File: src/hw/rtl/overwrite_ring_queue_average_core_macros.svh
// Assertion macros for the overwrite ring queue average core.
// Depends on nothing; included by the files that carry assertions.
`ifndef OVERWRITE_RING_QUEUE_AVERAGE_CORE_MACROS_SVH
`define OVERWRITE_RING_QUEUE_AVERAGE_CORE_MACROS_SVH
`ifndef SYNTH
// same-cycle implication
`define ORQA_ASSERT_IMPL(label, clk, rst, ante, cons, msg) \
   label: assert property (@(posedge clk) disable iff (rst) (ante) |-> (cons)) \
      else $error(msg);
// next-cycle implication
`define ORQA_ASSERT_NEXT(label, clk, rst, ante, cons, msg) \
   label: assert property (@(posedge clk) disable iff (rst) (ante) |=> (cons)) \
      else $error(msg);
`else
`define ORQA_ASSERT_IMPL(label, clk, rst, ante, cons, msg)
`define ORQA_ASSERT_NEXT(label, clk, rst, ante, cons, msg)
`endif
`endif

File: src/hw/rtl/orqa_pkg.sv
// Shared types and constants of the overwrite ring queue average core.
// Depends on nothing; imported by orqa_div and the top level.
package orqa_pkg;

   localparam int ID_W     = 12;
   localparam int HEIGHT_W = 8;
   localparam int COUNT_W  = 3;
   localparam int QUOT_W   = 8;
   localparam int STEP_W   = $clog2(QUOT_W);

   typedef enum logic {
      OP_INSERT = 1'b0,
      OP_REMOVE = 1'b1
   } opcode_type;

   typedef enum logic [1:0] {
      ST_IDLE,
      ST_FETCH,
      ST_DIVIDE
   } state_type;

   typedef struct packed {
      logic [ID_W-1:0]     id;
      logic [HEIGHT_W-1:0] height;
   } slot_type;

   typedef struct packed {
      logic start;
   } div_ctrl_type;

   typedef struct packed {
      logic busy;
      logic done;
   } div_stat_type;

endpackage

File: src/hw/rtl/orqa_div.sv
// Bit-serial restoring divider for the rounded mean: (2*sum+count)/(2*count).
// Depends on orqa_pkg.
module orqa_div
   import orqa_pkg::*;
#(
   parameter int SUM_W = 11,
   parameter int CNT_W = 3
) (
   input  logic               clock,
   input  logic               reset,
   input  div_ctrl_type       ctrl,
   input  logic [SUM_W-1:0]   sum_val,
   input  logic [CNT_W-1:0]   count_val,
   output div_stat_type       stat,
   output logic [QUOT_W-1:0]  quotient
);

   localparam int DW = CNT_W + 1;
   localparam int RA = SUM_W + 2;
   localparam int RB = DW + QUOT_W;
   localparam int W  = (RA > RB) ? RA : RB;

   logic [W-1:0]      rem_ff, rem_in;
   logic [DW-1:0]     den_ff, den_in;
   logic [QUOT_W-1:0] q_ff, q_in;
   logic [STEP_W-1:0] step_ff, step_in;
   logic              zero_ff, zero_in;
   logic              busy_ff, busy_in;
   logic              done_ff, done_in;
   logic [W-1:0]      trial;

   assign trial = W'(den_ff) << step_ff;

   always_comb begin
      rem_in  = rem_ff;
      den_in  = den_ff;
      q_in    = q_ff;
      step_in = step_ff;
      zero_in = zero_ff;
      busy_in = busy_ff;
      done_in = done_ff;
      if (ctrl.start) begin
         rem_in  = W'({sum_val, 1'b0}) + W'(count_val);
         den_in  = {count_val, 1'b0};
         zero_in = (count_val == '0);
         q_in    = '0;
         step_in = '1;
         busy_in = 1'b1;
         done_in = 1'b0;
      end else if (busy_ff) begin
         // subtract where the shifted divisor fits
         if (rem_ff >= trial) begin
            rem_in        = rem_ff - trial;
            q_in[step_ff] = 1'b1;
         end
         if (step_ff == '0) begin
            busy_in = 1'b0;
            done_in = 1'b1;
         end else begin
            step_in = step_ff - 1'b1;
         end
      end
   end

   always_ff @(posedge clock) begin
      rem_ff  <= rem_in;
      den_ff  <= den_in;
      q_ff    <= q_in;
      step_ff <= step_in;
      zero_ff <= zero_in;
   end

   always_ff @(posedge clock) begin
      if (reset) begin
         busy_ff <= 1'b0;
         done_ff <= 1'b0;
      end else begin
         busy_ff <= busy_in;
         done_ff <= done_in;
      end
   end

   assign stat.busy = busy_ff;
   assign stat.done = done_ff;
   assign quotient  = zero_ff ? '0 : q_ff;

endmodule

File: src/hw/rtl/overwrite_ring_queue_average_core.sv
// Ring queue of DEPTH entries {id, height} that drops its oldest entry when an insert
// finds it full. Opcode insert appends; opcode remove pops and returns the oldest entry,
// or flags empty_error and leaves the queue alone when there is nothing to pop. Every
// transaction returns one response with the entry count after the operation and the mean
// height of the queued entries rounded half up (0 when empty). One transaction is in
// flight at a time: the head slot is read from the synchronous slot memory at the
// accepting edge, the fetch state updates the ring and the running height sum and starts
// the divider, eight steps of the bit-serial restoring divider produce the mean and the
// response register is then loaded. The block returns to idle before the next request
// is taken, so a new request waits until the divider is through with the last one; a
// stalled response holds the block until the response register frees. The response
// register lets the next request be taken while a finished response still waits.
// Depends on orqa_pkg, orqa_div and overwrite_ring_queue_average_core_macros.svh.
`include "overwrite_ring_queue_average_core_macros.svh"

module overwrite_ring_queue_average_core
   import orqa_pkg::*;
#(
   parameter int DEPTH = 5
) (
   input  logic                clock,
   input  logic                reset,
   input  logic                req_valid,
   output logic                req_ready,
   input  logic                req_opcode,
   input  logic [ID_W-1:0]     req_entry_id,
   input  logic [HEIGHT_W-1:0] req_entry_height,
   output logic                rsp_valid,
   input  logic                rsp_ready,
   output logic                rsp_removed_valid,
   output logic [ID_W-1:0]     rsp_removed_id,
   output logic [HEIGHT_W-1:0] rsp_removed_height,
   output logic                rsp_empty_error,
   output logic [COUNT_W-1:0]  rsp_entry_count,
   output logic [QUOT_W-1:0]   rsp_mean_height
);

   // one spare slot keeps head and tail apart when the queue is full
   localparam int SLOTS = DEPTH + 1;
   localparam int IDX_W = $clog2(SLOTS);
   localparam int CNT_W = $clog2(SLOTS);
   localparam int SUM_W = HEIGHT_W + CNT_W;

   function automatic logic [IDX_W-1:0] ring_next(input logic [IDX_W-1:0] idx);
      ring_next = (idx == IDX_W'(DEPTH)) ? '0 : idx + 1'b1;
   endfunction

   // control
   state_type state_ff, state_in;
   logic      accept;
   logic      fetch_en;
   logic      out_free;
   logic      out_load;

   // captured request
   opcode_type          op_ff, op_in;
   logic [ID_W-1:0]     id_ff, id_in;
   logic [HEIGHT_W-1:0] height_ff, height_in;

   // ring state
   logic [IDX_W-1:0] head_ff, head_in;
   logic [IDX_W-1:0] tail_ff, tail_in;
   logic [CNT_W-1:0] occ_ff, occ_in;
   logic [SUM_W-1:0] sum_ff, sum_in;
   logic             full;
   logic             empty;

   // slot memory
   slot_type slot_mem [SLOTS];
   slot_type rd_data_ff;
   slot_type wr_data;
   logic     mem_we;

   // pending result fields
   logic                res_valid_ff, res_valid_in;
   logic [ID_W-1:0]     res_id_ff, res_id_in;
   logic [HEIGHT_W-1:0] res_height_ff, res_height_in;
   logic                res_err_ff, res_err_in;

   // response register
   logic                rsp_valid_ff, rsp_valid_in;
   logic                rsp_removed_valid_ff, rsp_removed_valid_in;
   logic [ID_W-1:0]     rsp_removed_id_ff, rsp_removed_id_in;
   logic [HEIGHT_W-1:0] rsp_removed_height_ff, rsp_removed_height_in;
   logic                rsp_empty_error_ff, rsp_empty_error_in;
   logic [COUNT_W-1:0]  rsp_entry_count_ff, rsp_entry_count_in;
   logic [QUOT_W-1:0]   rsp_mean_height_ff, rsp_mean_height_in;
   logic [CNT_W+COUNT_W-1:0] occ_ext;

   // divider
   div_ctrl_type      div_ctrl;
   div_stat_type      div_stat;
   logic [QUOT_W-1:0] div_quot;

   assign full     = (occ_ff == CNT_W'(DEPTH));
   assign empty    = (occ_ff == '0);
   assign out_free = !rsp_valid_ff || rsp_ready;
   assign accept   = req_valid && req_ready;

   // next state
   always_comb begin
      state_in = state_ff;
      case (state_ff)
         ST_IDLE: begin
            if (req_valid) state_in = ST_FETCH;
         end
         ST_FETCH: begin
            state_in = ST_DIVIDE;
         end
         ST_DIVIDE: begin
            // leave once the mean is ready and the response register is free
            if (div_stat.done && out_free) state_in = ST_IDLE;
         end
         default: begin
            state_in = ST_IDLE;
         end
      endcase
   end

   // state outputs
   always_comb begin
      req_ready      = 1'b0;
      fetch_en       = 1'b0;
      div_ctrl.start = 1'b0;
      out_load       = 1'b0;
      case (state_ff)
         ST_IDLE: begin
            req_ready = 1'b1;
         end
         ST_FETCH: begin
            fetch_en       = 1'b1;
            div_ctrl.start = 1'b1;
         end
         ST_DIVIDE: begin
            out_load = div_stat.done && out_free;
         end
         default: begin
            req_ready = 1'b0;
         end
      endcase
   end

   // capture the transaction; the head slot is read in the same cycle
   always_comb begin
      op_in     = op_ff;
      id_in     = id_ff;
      height_in = height_ff;
      if (accept) begin
         op_in     = opcode_type'(req_opcode);
         id_in     = req_entry_id;
         height_in = req_entry_height;
      end
   end

   // ring update, in the cycle after acceptance when the head slot data is back
   always_comb begin
      head_in       = head_ff;
      tail_in       = tail_ff;
      occ_in        = occ_ff;
      sum_in        = sum_ff;
      mem_we        = 1'b0;
      res_valid_in  = res_valid_ff;
      res_id_in     = res_id_ff;
      res_height_in = res_height_ff;
      res_err_in    = res_err_ff;
      if (fetch_en) begin
         res_valid_in  = 1'b0;
         res_id_in     = '0;
         res_height_in = '0;
         res_err_in    = 1'b0;
         case (op_ff)
            OP_INSERT: begin
               mem_we  = 1'b1;
               tail_in = ring_next(tail_ff);
               if (full) begin
                  // drop the oldest entry silently, count stays at DEPTH
                  head_in = ring_next(head_ff);
                  sum_in  = sum_ff - SUM_W'(rd_data_ff.height) + SUM_W'(height_ff);
               end else begin
                  occ_in = occ_ff + 1'b1;
                  sum_in = sum_ff + SUM_W'(height_ff);
               end
            end
            OP_REMOVE: begin
               if (empty) begin
                  res_err_in = 1'b1;
               end else begin
                  res_valid_in  = 1'b1;
                  res_id_in     = rd_data_ff.id;
                  res_height_in = rd_data_ff.height;
                  head_in       = ring_next(head_ff);
                  occ_in        = occ_ff - 1'b1;
                  sum_in        = sum_ff - SUM_W'(rd_data_ff.height);
               end
            end
            default: begin
               mem_we = 1'b0;
            end
         endcase
      end
   end

   assign wr_data.id     = id_ff;
   assign wr_data.height = height_ff;

   // slot memory: one write port at the tail, one registered read port at the head
   always_ff @(posedge clock) begin
      if (mem_we) slot_mem[tail_ff] <= wr_data;
      rd_data_ff <= slot_mem[head_ff];
   end

   orqa_div #(
      .SUM_W (SUM_W),
      .CNT_W (CNT_W)
   ) u_div (
      .clock     (clock),
      .reset     (reset),
      .ctrl      (div_ctrl),
      .sum_val   (sum_in),
      .count_val (occ_in),
      .stat      (div_stat),
      .quotient  (div_quot)
   );

   // response register
   assign occ_ext = {{COUNT_W{1'b0}}, occ_ff};

   always_comb begin
      rsp_valid_in          = rsp_valid_ff;
      rsp_removed_valid_in  = rsp_removed_valid_ff;
      rsp_removed_id_in     = rsp_removed_id_ff;
      rsp_removed_height_in = rsp_removed_height_ff;
      rsp_empty_error_in    = rsp_empty_error_ff;
      rsp_entry_count_in    = rsp_entry_count_ff;
      rsp_mean_height_in    = rsp_mean_height_ff;
      if (out_load) begin
         rsp_valid_in          = 1'b1;
         rsp_removed_valid_in  = res_valid_ff;
         rsp_removed_id_in     = res_id_ff;
         rsp_removed_height_in = res_height_ff;
         rsp_empty_error_in    = res_err_ff;
         rsp_entry_count_in    = occ_ext[COUNT_W-1:0];
         rsp_mean_height_in    = div_quot;
      end else if (rsp_ready) begin
         rsp_valid_in = 1'b0;
      end
   end

   // payload registers
   always_ff @(posedge clock) begin
      op_ff                 <= op_in;
      id_ff                 <= id_in;
      height_ff             <= height_in;
      res_valid_ff          <= res_valid_in;
      res_id_ff             <= res_id_in;
      res_height_ff         <= res_height_in;
      res_err_ff            <= res_err_in;
      rsp_removed_valid_ff  <= rsp_removed_valid_in;
      rsp_removed_id_ff     <= rsp_removed_id_in;
      rsp_removed_height_ff <= rsp_removed_height_in;
      rsp_empty_error_ff    <= rsp_empty_error_in;
      rsp_entry_count_ff    <= rsp_entry_count_in;
      rsp_mean_height_ff    <= rsp_mean_height_in;
   end

   // control and ring state
   always_ff @(posedge clock) begin
      if (reset) begin
         state_ff     <= ST_IDLE;
         head_ff      <= '0;
         tail_ff      <= '0;
         occ_ff       <= '0;
         sum_ff       <= '0;
         rsp_valid_ff <= 1'b0;
      end else begin
         state_ff     <= state_in;
         head_ff      <= head_in;
         tail_ff      <= tail_in;
         occ_ff       <= occ_in;
         sum_ff       <= sum_in;
         rsp_valid_ff <= rsp_valid_in;
      end
   end

   assign rsp_valid          = rsp_valid_ff;
   assign rsp_removed_valid  = rsp_removed_valid_ff;
   assign rsp_removed_id     = rsp_removed_id_ff;
   assign rsp_removed_height = rsp_removed_height_ff;
   assign rsp_empty_error    = rsp_empty_error_ff;
   assign rsp_entry_count    = rsp_entry_count_ff;
   assign rsp_mean_height    = rsp_mean_height_ff;

   `ORQA_ASSERT_IMPL(a_occ_bound, clock, reset, 1'b1, occ_ff <= CNT_W'(DEPTH),
      "occupancy above DEPTH")
   `ORQA_ASSERT_IMPL(a_empty_sum, clock, reset, occ_ff == '0, sum_ff == '0,
      "height sum nonzero on empty queue")
   `ORQA_ASSERT_NEXT(a_fetch_div, clock, reset, state_ff == ST_FETCH,
      state_ff == ST_DIVIDE && div_stat.busy, "divider not started after fetch")
   `ORQA_ASSERT_IMPL(a_rsp_excl, clock, reset, rsp_valid_ff,
      !(rsp_removed_valid_ff && rsp_empty_error_ff), "removed entry and empty error together")

endmodule
File: config.mk
export PLATFORM = sky130hd
export DESIGN_NAME = overwrite_ring_queue_average_core
export DESIGN_NICKNAME = d
export VERILOG_FILES = /design/src/hw/rtl/orqa_pkg.sv /design/src/hw/rtl/orqa_div.sv /design/src/hw/rtl/overwrite_ring_queue_average_core.sv
export VERILOG_INCLUDE_DIRS = /design/src /design/src/hw/rtl
export SDC_FILE = /design/constraint.sdc
export NUM_CORES = 1
export LEC_CHECK = 0
export BUFFER_PORTS_ARGS = -buffer_cell sky130_fd_sc_hd__buf_4
export CORE_MARGIN = 3
export CORE_UTILIZATION = 39
export CTS_CLUSTER_DIAMETER = 150
export DETAILED_ROUTE_END_ITERATION = 6
export GPL_TIMING_DRIVEN = 0
export SLEW_MARGIN = 20
export SYNTH_ARGS = -nofsm -noshare
export SYNTH_HDL_FRONTEND = slang
export SYNTH_HIERARCHICAL = 1
export SYNTH_SLANG_ARGS = --single-unit
File: constraint.sdc
create_clock -name clock -period 9.5 [get_ports clock]
set_input_delay 2.85 -clock clock [delete_from_list [all_inputs] [get_ports clock]]
set_output_delay 2.85 -clock clock [all_outputs]
set_load 0.05 [all_outputs]
* After elaboration in Yosys (flattened, before gate mapping)
Memory sizes are Yosys's and may differ from the RTL's. A register that Yosys moved wholly into a read port is not among the register bits. Index checks and enable logic that the tools add are counted. Widths: inputs -> output; s select.
Cells by class: multipliers 0, multiplexer cells 35, add/sub/neg operators 10, $lt $le $gt $ge 3, bitwise operators 3, divide/modulo/power cells 0, reductions and logical operators 21, equal/unequal tests 9, shift-type cells 1
Operators with widths (number):
- $mux 13 | 3
- $mux 11 | 3
- $add 11x8->11 | 2
- $pmux 11 s2 | 1
- $mux 3 | 7
- $mux 1 | 15
- $add 12x3->13 | 1
- $ge 13x13->1 | 1
- $shl 4x3->13 | 1
- $sub 13x13->13 | 1
- $pmux 3 s2 | 2
- $reduce_and 2->1 | 6
- $sub 11x8->11 | 1
- $add 3x1->3 const B | 3
- $eq 3x3->1 const B | 3
- $logic_not 3->1 | 3
- $ne 2x2->1 const B | 4
- $or 8x8->8 | 1
- $pmux 2 s3 | 1
- $reduce_bool 2->1 | 3
- $sub 3x1->3 const B | 2
- $lt 3x4->1 const B | 1
- $mux 2 | 2
- $reduce_or 2->1 | 2
- 10 further kinds | 13
Word-level totals: register bits after elaboration 129, ROM bits 0, memories kept 1, output and inout port bits 35, bits of input ports 25, logic and storage cells 109, latch bits 0, RAM bits 120
Memory list:
- slot_mem | words 6, width 20, read ports 1, clocked after Yosys merged registers in 1, write ports 1, line overwrite_ring_queue_average_core.sv:69 | slot_type slot_mem [SLOTS];

* Longest topological paths before layout
Gate-level depths: netlist of the first run.
word-level depth 7, depth in mapped cells 23, depth with buffers taken out 23

* Hierarchy
Netlist of the first run, hierarchy kept.
Modules (own cells, without submodules):
- overwrite_ring_queue_average_core | area each 9421.5 µm², cells an instance 622, seq. area each 6746.5 µm², times used 1
- orqa_div | area each 2138.3 µm², cells an instance 239, seq. area each 770.7 µm², times used 1

* Worst setup path after synthesis of the first run
Ideal clock, no wire load.
path type input to register, start input port rsp_ready, end register rsp_empty_error_ff, in the netlist rsp_empty_error (enable), data arrival time 3.736 ns, path buffers 0, setup slack 5.376 ns, stages on the path 3, required time 9.112 ns, library setup time 0.388 ns, path through nand2b_1 > nand3_1 > inv_1
On the way: word-level cells in the longest chain between the ends 3
RTL lines:
- start, declared | line overwrite_ring_queue_average_core.sv:29 | input logic rsp_ready,
- $logic_or 1x1->1 | line overwrite_ring_queue_average_core.sv:97 | assign out_free = !rsp_valid_ff || rsp_ready;
- $logic_and 1x1->1 | line overwrite_ring_queue_average_core.sv:135 | out_load = div_stat.done && out_free;
- $mux 1 | line overwrite_ring_queue_average_core.sv:126 | case (state_ff)
- named net out_load | line overwrite_ring_queue_average_core.sv:53 | logic out_load;
- end signal, assigned | line overwrite_ring_queue_average_core.sv:261 | rsp_empty_error_ff <= rsp_empty_error_in;
- end, declared | line overwrite_ring_queue_average_core.sv:85 | logic rsp_empty_error_ff, rsp_empty_error_in;
The timed path passes the listed nets, and every way through them passes these cells. A chain may end at the register's enable or synchronous reset.

* Final worst setup path of the first run
start register occ_ff[1], end register u_div.rem_ff[11], data pin
On the way: word-level cells in the longest chain between the ends 6, elaborated cells between the ends (all ways) 14, classes of those cells add/sub (3); eq/ne (1); mux (9); reduce/logical (1)
RTL lines:
- start, declared | line overwrite_ring_queue_average_core.sv:63 | logic [CNT_W-1:0] occ_ff, occ_in;
- start signal, assigned | line overwrite_ring_queue_average_core.sv:279 | occ_ff <= occ_in;
- $eq 3x3->1 / $logic_not 3->1 (equally long branches) | line overwrite_ring_queue_average_core.sv:95, overwrite_ring_queue_average_core.sv:96
- $mux 11, on equally long branches | line overwrite_ring_queue_average_core.sv:175, overwrite_ring_queue_average_core.sv:185
- $pmux 11 s2 (*) | line overwrite_ring_queue_average_core.sv:171 | case (op_ff)
- $mux 11 (*) | line overwrite_ring_queue_average_core.sv:166 | if (fetch_en) begin
- named net sum_in[8] | line overwrite_ring_queue_average_core.sv:64 | logic [SUM_W-1:0] sum_ff, sum_in;
- $add 12x3->13 (*) | line orqa_div.sv:43 | rem_in = W'({sum_val, 1'b0}) + W'(count_val);
- $mux 13 (*) | line orqa_div.sv:42 | if (ctrl.start) begin
- named net u_div.rem_in[11] | line orqa_div.sv:23 | logic [W-1:0] rem_ff, rem_in;
- end signal, assigned | line orqa_div.sv:66 | rem_ff <= rem_in;
- end, declared | line orqa_div.sv:23
Mark *: on every way through the listed nets, which the timed path passes. The rest lies on a longest branch.

==> flow_summary.json, run 1 <==
{
  "status": "complete, no violations",
  "final_layout_size_suffix_gt1_frac": 0.175,
  "post_cts_buffers": 0,
  "first_global_vias": 6570,
  "arrival_ns": 4.81,
  "rsz0062_at_grt": "no",
  "leakage_nw": 4.88,
  "fp.dieW_um": 178,
  "n_antenna_cell": 0,
  "fin_nets": 1025,
  "coreArea_um2": 28900,
  "vias": 6935,
  "dpl.hpwl_um": 17000,
  "pin_count": 60,
  "finalHoldViolCount": 0,
  "grt-ovfl-total": 0,
  "ctsHoldBuffers": 0,
  "dieHeight_um": 178,
  "r2r-start": "occ_ff[1]$_SDFF_PP0_",
  "tightestPinTransition_ns": 0.857,
  "clock-root-buffer": "clkbuf_16",
  "cp-end-kind": "flip-flop",
  "grt_max_degree": 41,
  "slew_viol_final": 0,
  "drtIter0Drc": 547,
  "finish.instance_area_um2": 13500,
  "path_max_fanout": 10,
  "routed_wl_um": 24400,
  "drtAntennaViolNets": 0,
  "drv_cap": 0,
  "crit_top_cell": "nor2_1",
  "numCtsBuffers": 29,
  "hp-start": "res_id_ff[9]$_SDFFCE_PP0P_",
  "syn-num-nets": 925,
  "rows": 62,
  "syn_area_per_cell_um2": 13.4,
  "syn_area_um2": 11600,
  "peakVddDrop_v": 0.000131,
  "port_buffers": 59,
  "clk_pin_slew_ns": 0.07,
  "clockBufferDepth": 3,
  "track_usage": 0.152,
  "path_cells": "inv_1 -> ha_1 -> nand2_1 -> clkbuf_1 -> o21ai_0 -> ha_1 -> fa_1 -> a21o_1 -> a21oi_1 -> nor2_1 -> nor4b_1 -> nor2_1 -> xnor2_1 -> o21ai_0 -> nand3_1 -> nor2_1 -> nand2_1 -> xor2_1 -> mux2i_1",
  "fin_crit_ns": 4.51,
  "drtPass1Iterations": 5,
  "r2r_setup_slack_ns": 4.99,
  "antenna_found_initial": 2,
  "critPathLaunch": "occ_ff[1]$_SDFF_PP0_",
  "fin_skew_ns": 0.0230,
  "h-tree-depth": 1,
  "hold_class": "reg2reg",
  "power.density_nw_per_um2": 221,
  "cts_tree": "done",
  "drc": 0,
  "startpoint_type": "flip-flop",
  "postLayoutSetupSlackWorst_ns": 4.99,
  "fin_setup_tns_ns": 0,
  "period_share": 0.475,
  "max_freq_mhz": 221,
  "cpPeakStageDelay_ns": 0.42,
  "avgRoutedWirePerCell_um": 17.8,
  "cts_resized": 0,
  "clock_latency_ns": 0.56,
  "utilization": 0.468,
  "crit_type": "reg2reg",
  "slew_headroom": 0.427,
  "cts_sinks": 269,
  "crit_family": "simple AND/OR/NAND/NOR gates",
  "dp_slack_ns": 4.97,
  "syn2layout_area_growth_pct": 17.2,
  "cp_num_buf_inv": 2,
  "grt_pass1_wl_um": 37800,
  "whs_ns": 0.417,
  "gp_congestion": 0.886,
  "viasPerCell": 5.07,
  "setup_viol": 0,
  "crit_path_top_delay_cell": "clkbuf_1",
  "dieArea_um2": 31700,
  "dpl_cell_area_um2": 12600,
  "start_util": 0.399,
  "netlist_instances": 860,
  "synth_warnings": 6,
  "cp.required_ns": 9.79
}
==> where the power goes <==
group,switching [W],leakage (nW),internal [W],total [W]
Combinational,0.000285,1.99,0.000199,0.000484
Clock,0.000469,0.482,0.000653,0.00112
Sequential,0.0000356,2.41,0.00135,0.00139
==> registers in the layout, indices dropped and copies added (netlist names), 11 cells and up <==
name            cells
slot_mem          120
rd_data_ff         20
u_div/rem_ff       13
id_ff              12
res_id_ff          12
rsp_removed_id     12
sum_ff             11
==> layout make-up <==
type                            count  area [um2]
Timing Repair Buffer               69         514
Inverter                           31         118
Clock buffer                       37         797
Sequential cell                   269        7520
Buffer                             29         148
Multi-Input combinational cell    531        3800
Fill cell                        2576       15400
Clock inverter                     17         161
Tap cell                          384         480
==> final timing paths <==
path,end,depth (start not counted)
max,u_div/rem_ff[11]$_DFFE_PP_,19
min,rsp_removed_id[9]$_DFFE_PP_,0
max reg2reg,u_div/rem_ff[11]$_DFFE_PP_,19
min reg2reg,rsp_removed_id[9]$_DFFE_PP_,0
==> placed cells by master (no fill, tap or decap), drive strengths merged, types with 27 or more instances in the layout <==
cell and instances:
edfxtp 213, buf 81, nand2 77, nor2 71, dfxtp 56, clkbuf 54, a21oi 50, o21ai 39
ha 37, inv 32, nor2b 27
==> layer usage <==
metal | vias to the layer above | wire, um | GRT usage
met4 | 0 | 413 | 0.0347
met3 | 33 | 1420 | 0.0234
met2 | 175 | 10800 | 0.229
met1 | 3317 | 11700 | 0.232
met5 | - | 0 | 0
li1 | 3410 | - | -
==> worst register-to-register path, stage by stage (launching register included) <==
cell      delay [ns]
dfxtp_1         0.39
inv_1           0.12
ha_1            0.23
nand2_1         0.11
clkbuf_1        0.42
o21ai_0         0.19
ha_1            0.24
fa_1            0.40
a21o_1          0.17
a21oi_1         0.26
nor2_1          0.09
nor4b_1         0.37
nor2_1          0.16
xnor2_1         0.17
o21ai_0         0.34
nand3_1         0.15
nor2_1          0.11
nand2_1         0.07
xor2_1          0.16
mux2i_1         0.09
==> through the flow <==
step,std cells,total power [W]
3_3_place_gp,1303,0.00189
3_5_place_dp,1313,0.00189
4_1_cts,1367,0.00302
2_1_floorplan,860,0.00178
6_report,1367,0.00299
5_1_grt,1367,0.00313
Note: power is estimated with default switching activity, not from simulation.
==> run 2: changes to the inputs <==
clock period = 4.12 ns   (was 9.5 ns; I/O delays follow)
==> flow_summary.json, run 2 (synthesis gave the netlist of run 1 again) <==
{
  "dieHeight_um": 178,
  "ctsHoldBuffers": 0,
  "fp.dieW_um": 178,
  "track_usage": 0.153,
  "routed_wl_um": 24700,
  "crit_top_cell": "nand2_1",
  "grt-ovfl-total": 0,
  "drtAntennaViolNets": 0,
  "hold_class": "reg2reg",
  "worstRegToRegCells": 22,
  "clockBufferDepth": 3,
  "gp_congestion": 0.886,
  "period_share": 0.973,
  "dieArea_um2": 31700,
  "slew_viol_final": 0,
  "final_layout_size_suffix_gt1_frac": 0.220,
  "pin_count": 60,
  "clock_latency_ns": 0.56,
  "fin_crit_ns": 4.01,
  "slew_headroom": 0.462,
  "tightestPinTransition_ns": 0.804,
  "drtPass1Iterations": 5,
  "syn2layout_area_growth_pct": 19.7,
  "cp.required_ns": 4.41,
  "port_buffers": 59,
  "clk_pin_slew_ns": 0.06,
  "coreArea_um2": 28900,
  "finish.instance_area_um2": 13800,
  "dpl_cell_area_um2": 12600,
  "peakVddDrop_v": 0.000302,
  "drv_cap": 0,
  "crit_path_top_delay_cell": "dfxtp_2",
  "grt_max_degree": 41,
  "numCtsBuffers": 29,
  "hp-start": "res_id_ff[9]$_SDFFCE_PP0P_",
  "dpl.hpwl_um": 17000,
  "fin_skew_ns": 0.0216,
  "max_freq_mhz": 249,
  "rsz0062_at_grt": "yes",
  "avgRoutedWirePerCell_um": 17.9,
  "worstHoldEndpoint": "rsp_removed_id[9]$_DFFE_PP_",
  "start_util": 0.399,
  "r2r_setup_slack_ns": 0.11,
  "h-tree-depth": 1,
  "hold_path_depth": 0,
  "rows": 62,
  "critPathLaunch": "rd_data_ff[1]$_DFF_P_",
  "vias": 7010,
  "drc": 0,
  "final_common_cell": "edfxtp_1",
  "top_regs": "slot_mem: 120 flops, rd_data_ff: 20 flops, u_div/rem_ff: 13 flops",
  "cts_sinks": 269,
  "cpPeakStageDelay_ns": 0.35,
  "leakage_nw": 5.00,
  "cts_tree": "done",
  "n_antenna_cell": 0,
  "startpoint_type": "flip-flop",
  "first_global_vias": 6666,
  "power.density_nw_per_um2": 502,
  "r2r-start": "rd_data_ff[1]$_DFF_P_",
  "setup_viol": 0,
  "drtIter0Drc": 529,
  "cp-end-kind": "flip-flop",
  "r2r-end": "u_div/rem_ff[11]$_DFFE_PP_",
  "fin_setup_tns_ns": 0,
  "antenna_found_initial": 2,
  "final_cell_mix": "213 x edfxtp_1, 76 x buf_4, 71 x nand2_1, 69 x nor2_1, 54 x dfxtp_1",
  "arrival_ns": 4.30,
  "path_cells": "inv_1 -> ha_1 -> nor2b_1 -> o31a_1 -> o21ai_2 -> a21oi_1 -> xnor2_1 -> nand2_1 -> nand2_1 -> ha_2 -> a21oi_1 -> a21oi_2 -> nand4_1 -> xor2_1 -> o21ai_1 -> mux2_4 -> nand2_4 -> nand3_2 -> nor2_1 -> nand2_1 -> xor2_1 -> mux2i_1",
  "path_max_fanout": 5,
  "finalHoldViolCount": 0,
  "largest_reg_flops": 120,
  "grt_pass1_wl_um": 38200,
  "status": "complete, no violations",
  "fin_nets": 1035,
  "largest_register": "slot_mem",
  "clock-root-buffer": "clkbuf_16",
  "crit_type": "reg2reg",
  "viasPerCell": 5.09
}
[run 2: per-layer routing]
layer  up-vias  wire (um)  global-route usage  part of all wire
met3        34       1370              0.0228             0.055
met2       184      11100               0.232              0.45
li1       3426          -                   -                 -
met5         -          0                   0                 0
met4         0        402              0.0347             0.016
met1      3366      11800               0.233              0.48
[run 2: layout make-up]
| cell class | instances | area (um2) |
|---|---|---|
| Fill cell | 2547 | 15100 |
| Timing Repair Buffer | 80 | 609 |
| Clock inverter | 17 | 161 |
| Clock buffer | 37 | 797 |
| Tap cell | 384 | 480 |
| Sequential cell | 269 | 7520 |
| Multi-Input combinational cell | 531 | 4000 |
| Buffer | 28 | 146 |
| Inverter | 31 | 118 |
[run 2: how the worst max path moves through the flow]
stage / cells past startpoint / to / slack, ns
after detailed placement: 19 / u_div/rem_ff[11]$_DFFE_PP_ / -0.41
after global placement: 4 / slot_mem[0][11]$_DFFE_PP_ / -1.82
after floorplan: 22 / u_div/rem_ff[11]$_DFFE_PP_ / 0.24
final: 22 / u_div/rem_ff[11]$_DFFE_PP_ / 0.11
after CTS: 23 / u_div/rem_ff[11]$_DFFE_PP_ / -0.0005
after global routing: 22 / u_div/rem_ff[11]$_DFFE_PP_ / -0.14
[run 2: power by group]
group          switching, W  internal [W]  total (W)  leakage (nW)
logic              0.000672      0.000484    0.00116          2.11
clock network       0.00108       0.00151    0.00259         0.482
registers         0.0000836       0.00312    0.00320          2.41
total               0.00184       0.00511    0.00695          5.00
[run 2: what timing repair did]
item | in CTS | in global routing
resized for setup | 19 | 30
setup endpoints to repair | 7 | 7
buffers inserted | 2 | 9
pin swaps | 6 | 15
[run 2: worst max-delay path: cells and delay by family, from the launching register on]
family / cells / cell delay, ns
buffers and inverters: 1 / 0.06
adder cells (fa/ha/maj): 2 / 0.51
AND/OR/NAND/NOR: 8 / 0.79
flip-flops: 1 / 0.35
multiplexers: 2 / 0.44
XOR/XNOR: 3 / 0.54
AO/OA/AOI/OAI: 6 / 1.07
[run 2: stage by stage]
step	hold WS (ns)	setup WS, ns	util	instances	power [W]
3_5_place_dp	0.405	-0.411	0.435	1313	0.00437
3_3_place_gp	0.403	-1.82	0.431	1303	0.00436
6_report	0.417	0.110	0.478	1377	0.00695
2_1_floorplan	0.400	0.237	-	860	0.00410
4_1_cts	0.418	-0.000453	0.471	1368	0.00698
5_1_grt	0.426	-0.141	0.478	1377	0.00727
